$ cat src/rtl/core/sha1_pkg.sv
package sha1_pkg;

  localparam int unsigned NumWords  = 5;
  localparam int unsigned WinWords  = 16;
  localparam int unsigned BlkBytes  = 64;

  localparam logic [6:0] RoundLast = 7'd79;
  localparam logic [5:0] LenPos    = 6'd56;
  localparam logic [5:0] BlkLast   = 6'd63;
  localparam logic [2:0] WordLast  = 3'd4;
  localparam logic [7:0] PadByte   = 8'h80;

  localparam logic [31:0] H0Init = 32'h67452301;
  localparam logic [31:0] H1Init = 32'hEFCDAB89;
  localparam logic [31:0] H2Init = 32'h98BADCFE;
  localparam logic [31:0] H3Init = 32'h10325476;
  localparam logic [31:0] H4Init = 32'hC3D2E1F0;

  localparam logic [31:0] K0 = 32'h5A827999;
  localparam logic [31:0] K1 = 32'h6ED9EBA1;
  localparam logic [31:0] K2 = 32'h8F1BBCDC;
  localparam logic [31:0] K3 = 32'hCA62C1D6;

  typedef enum logic [2:0] {
    ST_IDLE,
    ST_ROUND,
    ST_FOLD,
    ST_PAD,
    ST_EMIT
  } sha1_state_e;

  typedef enum logic [1:0] {
    AFT_IDLE,
    AFT_PAD,
    AFT_EMIT
  } sha1_after_e;

  typedef struct packed {
    logic [7:0] data_byte;
    logic       byte_valid;
    logic       end_of_message;
  } req_t;

  typedef struct packed {
    logic [31:0] digest_word;
    logic        digest_last;
  } dig_t;

  typedef struct packed {
    logic [31:0] a;
    logic [31:0] b;
    logic [31:0] c;
    logic [31:0] d;
    logic [31:0] e;
  } work_t;

  // byte write port and window shift between sequencer and schedule
  typedef struct packed {
    logic       wr_en;
    logic [5:0] wr_idx;
    logic [7:0] wr_byte;
    logic       shift;
  } sched_ctrl_t;

  function automatic logic [31:0] rotl(input logic [31:0] x, input int unsigned n);
    return (x << n) | (x >> (32 - n));
  endfunction

endpackage

$ cat src/rtl/core/sha1_stream_if.sv
interface sha1_stream_if #(
  parameter type payload_t = logic
) ();
  logic     valid;
  logic     ready;
  payload_t payload;

  modport source (output valid, output payload, input ready);
  modport sink (input valid, input payload, output ready);
endinterface

$ cat src/rtl/core/sha1_hash_engine_core.sv
// SHA-1 engine taking one message byte per request and returning the digest as
// five 32-bit big-endian words, h0 first, the fifth flagged last. A request with
// byte_valid low and end_of_message high ends the message without a byte (an
// empty message this way gives the empty-string digest); a request with both
// low is dropped. Every 64th byte starts a compression (80 rounds through a
// single round unit, then one fold) during which no request is taken. At end
// of message the padding bytes are written one per cycle up to the end of the
// block and that block is compressed; when the length does not fit, a second
// block of 64 padding writes and one more compression follow. The digest is
// then sent as five words, each held while the sink stalls. Afterwards the
// chaining words and byte count return to their initial values for the next
// message.
module sha1_hash_engine_core
  import sha1_pkg::*;
(
  input  logic          clk_i,
  input  logic          rst_ni,
  sha1_stream_if.sink   req_i,
  sha1_stream_if.source dig_o
);

  sha1_state_e state_q, state_d;
  sha1_after_e after_q, after_d;

  logic [31:0] h_q [NumWords];
  logic [31:0] h_d [NumWords];
  work_t       work_q, work_d, work_rnd;
  logic [60:0] count_q, count_d;
  logic [6:0]  rnd_q, rnd_d;
  logic [5:0]  pad_pos_q, pad_pos_d;
  logic        pad_first_q, pad_first_d;
  logic        len_blk_q, len_blk_d;
  logic [2:0]  idx_q, idx_d;

  sched_ctrl_t ctrl;
  logic [31:0] w;
  logic [63:0] len_bits;
  logic        req_acc;
  logic        dig_acc;
  logic        blk_full;
  logic        len_here;

  sha1_sched u_sched (
    .clk_i  (clk_i),
    .ctrl_i (ctrl),
    .w_o    (w)
  );

  sha1_round u_round (
    .work_i (work_q),
    .w_i    (w),
    .rnd_i  (rnd_q),
    .work_o (work_rnd)
  );

  assign req_acc  = req_i.valid && req_i.ready;
  assign dig_acc  = dig_o.valid && dig_o.ready;
  assign blk_full = req_i.payload.byte_valid && (count_q[5:0] == BlkLast);
  assign len_bits = {count_q, 3'b000};
  // does this padding block carry the length field
  assign len_here = pad_first_q ? (pad_pos_q < LenPos) : len_blk_q;

  // next state
  always_comb begin
    state_d = state_q;
    unique case (state_q)
      ST_IDLE: begin
        if (req_acc) begin
          if (blk_full) begin
            state_d = ST_ROUND;
          end else if (req_i.payload.end_of_message) begin
            state_d = ST_PAD;
          end
        end
      end
      ST_ROUND: begin
        if (rnd_q == RoundLast) begin
          state_d = ST_FOLD;
        end
      end
      ST_FOLD: begin
        unique case (after_q)
          AFT_PAD:  state_d = ST_PAD;
          AFT_EMIT: state_d = ST_EMIT;
          default:  state_d = ST_IDLE;
        endcase
      end
      ST_PAD: begin
        if (pad_pos_q == BlkLast) begin
          state_d = ST_ROUND;
        end
      end
      ST_EMIT: begin
        if (dig_acc && idx_q == WordLast) begin
          state_d = ST_IDLE;
        end
      end
      default: state_d = ST_IDLE;
    endcase
  end

  // datapath and handshake outputs
  always_comb begin
    after_d     = after_q;
    h_d         = h_q;
    work_d      = work_q;
    count_d     = count_q;
    rnd_d       = rnd_q;
    pad_pos_d   = pad_pos_q;
    pad_first_d = pad_first_q;
    len_blk_d   = len_blk_q;
    idx_d       = idx_q;
    ctrl        = '0;

    req_i.ready               = (state_q == ST_IDLE);
    dig_o.valid               = (state_q == ST_EMIT);
    dig_o.payload.digest_last = (idx_q == WordLast);
    case (idx_q)
      3'd0:    dig_o.payload.digest_word = h_q[0];
      3'd1:    dig_o.payload.digest_word = h_q[1];
      3'd2:    dig_o.payload.digest_word = h_q[2];
      3'd3:    dig_o.payload.digest_word = h_q[3];
      default: dig_o.payload.digest_word = h_q[4];
    endcase

    unique case (state_q)
      ST_IDLE: begin
        if (req_acc) begin
          if (req_i.payload.byte_valid) begin
            ctrl.wr_en   = 1'b1;
            ctrl.wr_idx  = count_q[5:0];
            ctrl.wr_byte = req_i.payload.data_byte;
            count_d      = count_q + 61'd1;
          end
          pad_first_d = 1'b1;
          if (blk_full) begin
            after_d   = req_i.payload.end_of_message ? AFT_PAD : AFT_IDLE;
            pad_pos_d = '0;
            rnd_d     = '0;
            work_d    = '{a: h_q[0], b: h_q[1], c: h_q[2], d: h_q[3], e: h_q[4]};
          end else begin
            pad_pos_d = req_i.payload.byte_valid ? count_q[5:0] + 6'd1 : count_q[5:0];
          end
        end
      end
      ST_ROUND: begin
        ctrl.shift = 1'b1;
        work_d     = work_rnd;
        rnd_d      = rnd_q + 7'd1;
      end
      ST_FOLD: begin
        h_d[0] = h_q[0] + work_q.a;
        h_d[1] = h_q[1] + work_q.b;
        h_d[2] = h_q[2] + work_q.c;
        h_d[3] = h_q[3] + work_q.d;
        h_d[4] = h_q[4] + work_q.e;
        // a padding block after a fold always starts at 0 and ends with the length;
        // pad_first stays set when the message ended on a full block
        len_blk_d   = 1'b1;
        pad_pos_d   = '0;
        idx_d       = '0;
      end
      ST_PAD: begin
        ctrl.wr_en  = 1'b1;
        ctrl.wr_idx = pad_pos_q;
        if (pad_first_q) begin
          ctrl.wr_byte = PadByte;
        end else if (len_blk_q && pad_pos_q >= LenPos) begin
          ctrl.wr_byte = len_bits[{~pad_pos_q[2:0], 3'b000} +: 8];
        end else begin
          ctrl.wr_byte = '0;
        end
        pad_first_d = 1'b0;
        len_blk_d   = len_here;
        pad_pos_d   = pad_pos_q + 6'd1;
        if (pad_pos_q == BlkLast) begin
          after_d = len_here ? AFT_EMIT : AFT_PAD;
          rnd_d   = '0;
          work_d  = '{a: h_q[0], b: h_q[1], c: h_q[2], d: h_q[3], e: h_q[4]};
        end
      end
      ST_EMIT: begin
        if (dig_acc) begin
          idx_d = idx_q + 3'd1;
          if (idx_q == WordLast) begin
            h_d     = '{H0Init, H1Init, H2Init, H3Init, H4Init};
            count_d = '0;
          end
        end
      end
      default: ;
    endcase
  end

  always_ff @(posedge clk_i or negedge rst_ni) begin
    if (!rst_ni) begin
      state_q     <= ST_IDLE;
      after_q     <= AFT_IDLE;
      h_q         <= '{H0Init, H1Init, H2Init, H3Init, H4Init};
      count_q     <= '0;
      rnd_q       <= '0;
      pad_pos_q   <= '0;
      pad_first_q <= 1'b0;
      len_blk_q   <= 1'b0;
      idx_q       <= '0;
    end else begin
      state_q     <= state_d;
      after_q     <= after_d;
      h_q         <= h_d;
      count_q     <= count_d;
      rnd_q       <= rnd_d;
      pad_pos_q   <= pad_pos_d;
      pad_first_q <= pad_first_d;
      len_blk_q   <= len_blk_d;
      idx_q       <= idx_d;
    end
  end

  always_ff @(posedge clk_i) begin
    work_q <= work_d;
  end

  a_no_overlap: assert property (@(posedge clk_i) disable iff (!rst_ni)
    !(req_i.ready && dig_o.valid))
    else $error("request taken while digest pending");

  a_round_range: assert property (@(posedge clk_i) disable iff (!rst_ni)
    (state_q == ST_ROUND) |-> (rnd_q <= RoundLast))
    else $error("round counter out of range");

  a_reinit: assert property (@(posedge clk_i) disable iff (!rst_ni)
    (dig_acc && dig_o.payload.digest_last) |=>
      (state_q == ST_IDLE && count_q == '0 && h_q[0] == H0Init))
    else $error("engine not reinitialized after digest");

  a_pad_ends_block: assert property (@(posedge clk_i) disable iff (!rst_ni)
    (state_q == ST_PAD && pad_pos_q == BlkLast) |=> (state_q == ST_ROUND && rnd_q == '0))
    else $error("padding block not compressed");

endmodule

$ cat src/rtl/core/sha1_sched.sv
module sha1_sched
  import sha1_pkg::*;
(
  input  logic        clk_i,
  input  sched_ctrl_t ctrl_i,
  output logic [31:0] w_o
);

  // win_q[0] holds W[t]; each shift appends W[t+16]
  logic [31:0] win_q [WinWords];
  logic [31:0] w_next;

  assign w_next = rotl(win_q[13] ^ win_q[8] ^ win_q[2] ^ win_q[0], 1);
  assign w_o    = win_q[0];

  always_ff @(posedge clk_i) begin
    if (ctrl_i.shift) begin
      for (int i = 0; i < WinWords - 1; i++) begin
        win_q[i] <= win_q[i + 1];
      end
      win_q[WinWords - 1] <= w_next;
    end else if (ctrl_i.wr_en) begin
      // byte 0 of a word sits in bits 31:24
      win_q[ctrl_i.wr_idx[5:2]][{~ctrl_i.wr_idx[1:0], 3'b000} +: 8] <= ctrl_i.wr_byte;
    end
  end

endmodule

$ cat src/rtl/core/sha1_round.sv
module sha1_round
  import sha1_pkg::*;
(
  input  work_t       work_i,
  input  logic [31:0] w_i,
  input  logic [6:0]  rnd_i,
  output work_t       work_o
);

  logic [31:0] f;
  logic [31:0] k;

  always_comb begin
    if (rnd_i < 7'd20) begin
      f = (work_i.b & work_i.c) | (~work_i.b & work_i.d);
      k = K0;
    end else if (rnd_i < 7'd40) begin
      f = work_i.b ^ work_i.c ^ work_i.d;
      k = K1;
    end else if (rnd_i < 7'd60) begin
      f = (work_i.b & work_i.c) | (work_i.b & work_i.d) | (work_i.c & work_i.d);
      k = K2;
    end else begin
      f = work_i.b ^ work_i.c ^ work_i.d;
      k = K3;
    end
  end

  always_comb begin
    work_o.a = rotl(work_i.a, 5) + f + work_i.e + k + w_i;
    work_o.b = work_i.a;
    work_o.c = rotl(work_i.b, 30);
    work_o.d = work_i.c;
    work_o.e = work_i.d;
  end

endmodule

$ cat src/flat_wrapper.sv
// flat-port wrapper written by rule: the top's interface ports become plain ports
module sha1_hash_engine_core_flat import sha1_pkg::*;
  (clk_i, rst_ni, req_i_valid, req_i_payload, req_i_ready, dig_o_valid, dig_o_payload, dig_o_ready);
  sha1_stream_if #(.payload_t(req_t)) req_i_i ();
  sha1_stream_if #(.payload_t(dig_t)) dig_o_i ();
  input  logic clk_i;
  input  logic rst_ni;
  input wire logic [$bits(req_i_i.valid)-1:0] req_i_valid;
  input wire logic [$bits(req_i_i.payload)-1:0] req_i_payload;
  output wire logic [$bits(req_i_i.ready)-1:0] req_i_ready;
  output wire logic [$bits(dig_o_i.valid)-1:0] dig_o_valid;
  output wire logic [$bits(dig_o_i.payload)-1:0] dig_o_payload;
  input wire logic [$bits(dig_o_i.ready)-1:0] dig_o_ready;
  assign req_i_i.valid = req_i_valid;
  assign req_i_i.payload = req_i_payload;
  assign req_i_ready = req_i_i.ready;
  assign dig_o_valid = dig_o_i.valid;
  assign dig_o_payload = dig_o_i.payload;
  assign dig_o_i.ready = dig_o_ready;
  sha1_hash_engine_core u_core (.clk_i(clk_i), .rst_ni(rst_ni), .req_i(req_i_i), .dig_o(dig_o_i));
endmodule
$ cat config.mk
export PLATFORM = sky130hd
export DESIGN_NAME = sha1_hash_engine_core_flat
export DESIGN_NICKNAME = d
export VERILOG_FILES = /design/src/rtl/core/sha1_pkg.sv /design/src/rtl/core/sha1_stream_if.sv /design/src/rtl/core/sha1_hash_engine_core.sv /design/src/rtl/core/sha1_sched.sv /design/src/rtl/core/sha1_round.sv /design/src/flat_wrapper.sv
export SDC_FILE = /design/constraint.sdc
export NUM_CORES = 2
export LEC_CHECK = 0
export BUFFER_PORTS_ARGS = -buffer_cell sky130_fd_sc_hd__buf_2
export CAP_MARGIN = 10
export CORE_MARGIN = 2
export CORE_UTILIZATION = 65
export DETAILED_ROUTE_END_ITERATION = 7
export PLACE_DENSITY_LB_ADDON = 0.05
export SLEW_MARGIN = 20
export SYNTH_ARGS = -nofsm -noshare
export SYNTH_HDL_FRONTEND = slang
export SYNTH_HIERARCHICAL = 1
export SYNTH_SLANG_ARGS = --single-unit
$ cat constraint.sdc
create_clock -name clk_i -period 17.4 [get_ports clk_i]
set_clock_uncertainty 0.05 [all_clocks]
set_input_delay 1.74 -clock clk_i [delete_from_list [all_inputs] [get_ports clk_i]]
set_output_delay 1.74 -clock clk_i [all_outputs]
set_load 0.1 [all_outputs]
==> results by group <==
STA
  • RSZ-0062 raised after global routing: false
  • Tightest Pin Transition: 1131 ps
  • Total negative slack: 0 ps
  • Fin. max-slew vios: 0
  • Max Clk Rate: 0.1439 GHz
  • Final Hold Fails: 0
  • Final min period: 6950 ps
  • Setup Viol. Count Final: 0
  • Fin crit share: 39.94%
  • Slew HR: 23.78%

Worst setup path
  • Critical Path Most Common Cell: fa_1
  • CP top delay family: adder cells
  • Crit-path cells: and3_1 > or3_1 > buf_4 > clkinv_1 > a221oi_1 > fa_1 > fa_1 > fa_1 > inv_1 > ha_1 > inv_1 > fa_1 > nor2b_1 > o31a_1 > o21ai_1 > a211oi_2 > nor3_2 > or2_1 > a311o_1 > mux2_2
  • Critical path fanouts, max: 20
  • Worst EP required: 17,770 ps
  • Peak per-stage delay on the critical path: 690 ps
  • Crit Path Class: register to register
  • Setup crit end kind: register
  • Critical Path AT: 7320 ps
  • Critical path startpoint category: register
  • Buf/Inv on CP: 4
  • Worst path slowest cell: clkinv_1

GRT
  • Maximum number of pins on one net before global-route repair: 169
  • First-pass GRT wire length: 223,400 µm
  • Vias in the first global route: 37.00k
  • Antenna violations before repair: 3
  • Total track usage: 32.95%
  • Total grt overflow: 0

Logic synthesis
  • Post-Syn Area: 56,120 µm²
  • Synth area leaders: edfxtp_1, mux2_2, dfrtp_1
  • Synth Flop Type: edfxtp_1
  • Top cell type's share of synthesized area: 35.96%
  • Most instantiated cells after synthesis: edfxtp_1, mux2_2, inv_1
  • Mapped Cells: 4,757
  • Library cells used by synthesis: 117
  • Number of synthesized flops with an enable pin: 672
  • Top-count cell post-synth: edfxtp_1
  • Syn avg cell area: 11.80 µm²
  • Register area share after synthesis: 47.01%
  • Async set-reset flop share out of synthesis: 26.64%
  • #FFs+latches synth: 916
  • Yosys warning total: 6
  • Cell taking the most area after synthesis: edfxtp_1
  • Net Count, Synth: 5,103

Clock network
  • Post-CTS Hold Buffers: 0
  • Post-cts resize count: 0
  • Root buf cell: clkbuf_16
  • Sink Count: 916
  • Clock transition at the registers of the reported paths: 60 ps
  • Clk_lat worst skew: 700 ps
  • CTS tree: done
  • Maximum clock path buffer count: 3
  • H-tree levels: 3
  • CTS buffer count: 97
  • Post-CTS Setup Bufs: 0

Final layout
  • Number of fill cells in the layout: 6,307
  • Multi-input logic area: 27,020 µm²
  • Share of layout cells above drive strength 1: 22.59%
  • Layout Nets: 4,967
  • Register area: 26,390 µm²
  • Layout area overhead: 6.347%

Drt
  • Avg WL per Cell: 25.15 µm
  • DR vias/cell: 6.412
  • Drc violations: 0
  • Via count: 37.52k
  • First-pass iteration count of the detailed router: 6
  • Routed wire length: 147,200 µm
  • Initial DRC count: 3,682
  • DRT antenna net count: 0

Floorplanning
  • # rows: 107
  • Die height: 297.8 µm
  • Die area: 88,710 µm²
  • I/O Pins: 49
  • Core area: 85,410 µm²
  • Die X: 297.8 µm
  • Starting Density: 65.71%

Placed design
  • Port bufs: 48
  • HPWL after detailed placement: 104,800 µm
  • Placer Congestion: 1.009

Job
  • Max-Cap Viols: 0

Run status
  • Outcome: completed

Worst hold path
  • Worst hold-check path type: register to register
-- state kept, by name (all words and copies together) (netlist names) --
signal,count
u_core/state_q,3
u_core/after_q,2
u_core/h_q,160
u_core/work_q,160
u_core/len_blk_q,1
u_core/count_q,61
u_core/u_sched/win_q,512
u_core/pad_pos_q,6
u_core/rnd_q,7
u_core/idx_q,3
u_core/pad_first_q,1
-- worst register-to-register path, cell delays in order, from the launching register on --
cell	delay (ps)
dfrtp_1	470
and3_1	240
or3_1	110
buf_4	320
clkinv_1	690
a221oi_1	580
fa_1	510
fa_1	550
fa_1	410
inv_1	60
ha_1	170
inv_1	70
fa_1	460
nor2b_1	160
o31a_1	270
o21ai_1	190
a211oi_2	400
nor3_2	130
or2_1	260
a311o_1	320
mux2_2	260
-- kinds of logic after synthesis --
family | after synthesis | share of synthesized area [%]
simple gates | 994 | 8.898
flops | 916 | 47.01
compound gates | 888 | 10.50
mux | 722 | 14.66
buf+inv | 592 | 4.945
fa+ha+maj | 332 | 9.074
xor+xnor | 313 | 4.911
-- layer usage --
layer	vias to the layer above	part of all wire, %	routed length [µm]	global-route usage [%]
li1	16920	-	-	-
met1	18870	42	61460	45.69
met2	1464	47	68650	52.98
met3	270	7.7	11370	5.112
met4	2	3.9	5711	11.98
met5	-	0.0054	8	0
-- area by class of cell --
cell class / instances / share of cell area (%)
multi-input cells: 3249 / 45.27
flip-flops and latches: 916 / 44.21
clock buffers: 140 / 4.681
well taps: 1144 / 2.398
inverters: 277 / 1.742
repair buffers: 80 / 0.8763
clock inverters: 44 / 0.8197
diodes: 2 / 0.008385
-- final timing paths --
| kind | slack, ps | cells past startpoint | endpoint | startpoint |
|---|---|---|---|---|
| setup / recovery | 10450 | 20 | u_core/work_q[157] | u_core/rnd_q[4] |
| hold / removal | 450 | 1 | u_core/rnd_q[0] | u_core/rnd_q[0] |
| setup reg to reg | 10450 | 20 | u_core/work_q[157] | u_core/rnd_q[4] |
| hold reg to reg | 450 | 1 | u_core/rnd_q[0] | u_core/rnd_q[0] |
| max in group asynchronous | 14320 | 3 | u_core/h_q[116] | rst_ni |
| min in group asynchronous | 1010 | 1 | u_core/h_q[130] | rst_ni |
-- cells in the final DEF, fill, tap and decap left out, types with 39 or more instances in the layout --
cell type	count
edfxtp_1	672
xor2_1	154
clkbuf_16	101
o21a_1	53
mux2_2	621
a22oi_1	67
dfrtp_1	164
nand3_1	97
nor2_1	247
dfstp_2	80
o21ai_0	186
mux2i_1	39
xnor2_1	157
buf_2	47
ha_1	207
nand2b_1	81
mux2_1	49
nand2_1	271
inv_1	273
fa_1	125
a21o_1	69
a21oi_1	258
-- per-stage QoR --
step | utilization, % | instances | setup slack (ps) | cell area [µm²] | hold slack (ps)
2_1_floorplan | - | 4757 | 1862 | 56120 | 409.7
3_5_place_dp | 65.99 | 5665 | 10600 | 56370 | 441.7
4_1_cts | 69.84 | 5849 | 10550 | 59650 | 447.9
5_1_grt | 69.87 | 5850 | 10180 | 59680 | 470.0
3_3_place_gp | 65.99 | 5665 | 10740 | 56370 | 437.0
6_report | 69.88 | 5852 | 10450 | 59680 | 450.8
Power is left out: the tool's default activity adds up to more than one toggle a clock period on the data nets, which glitch-free logic cannot reach.
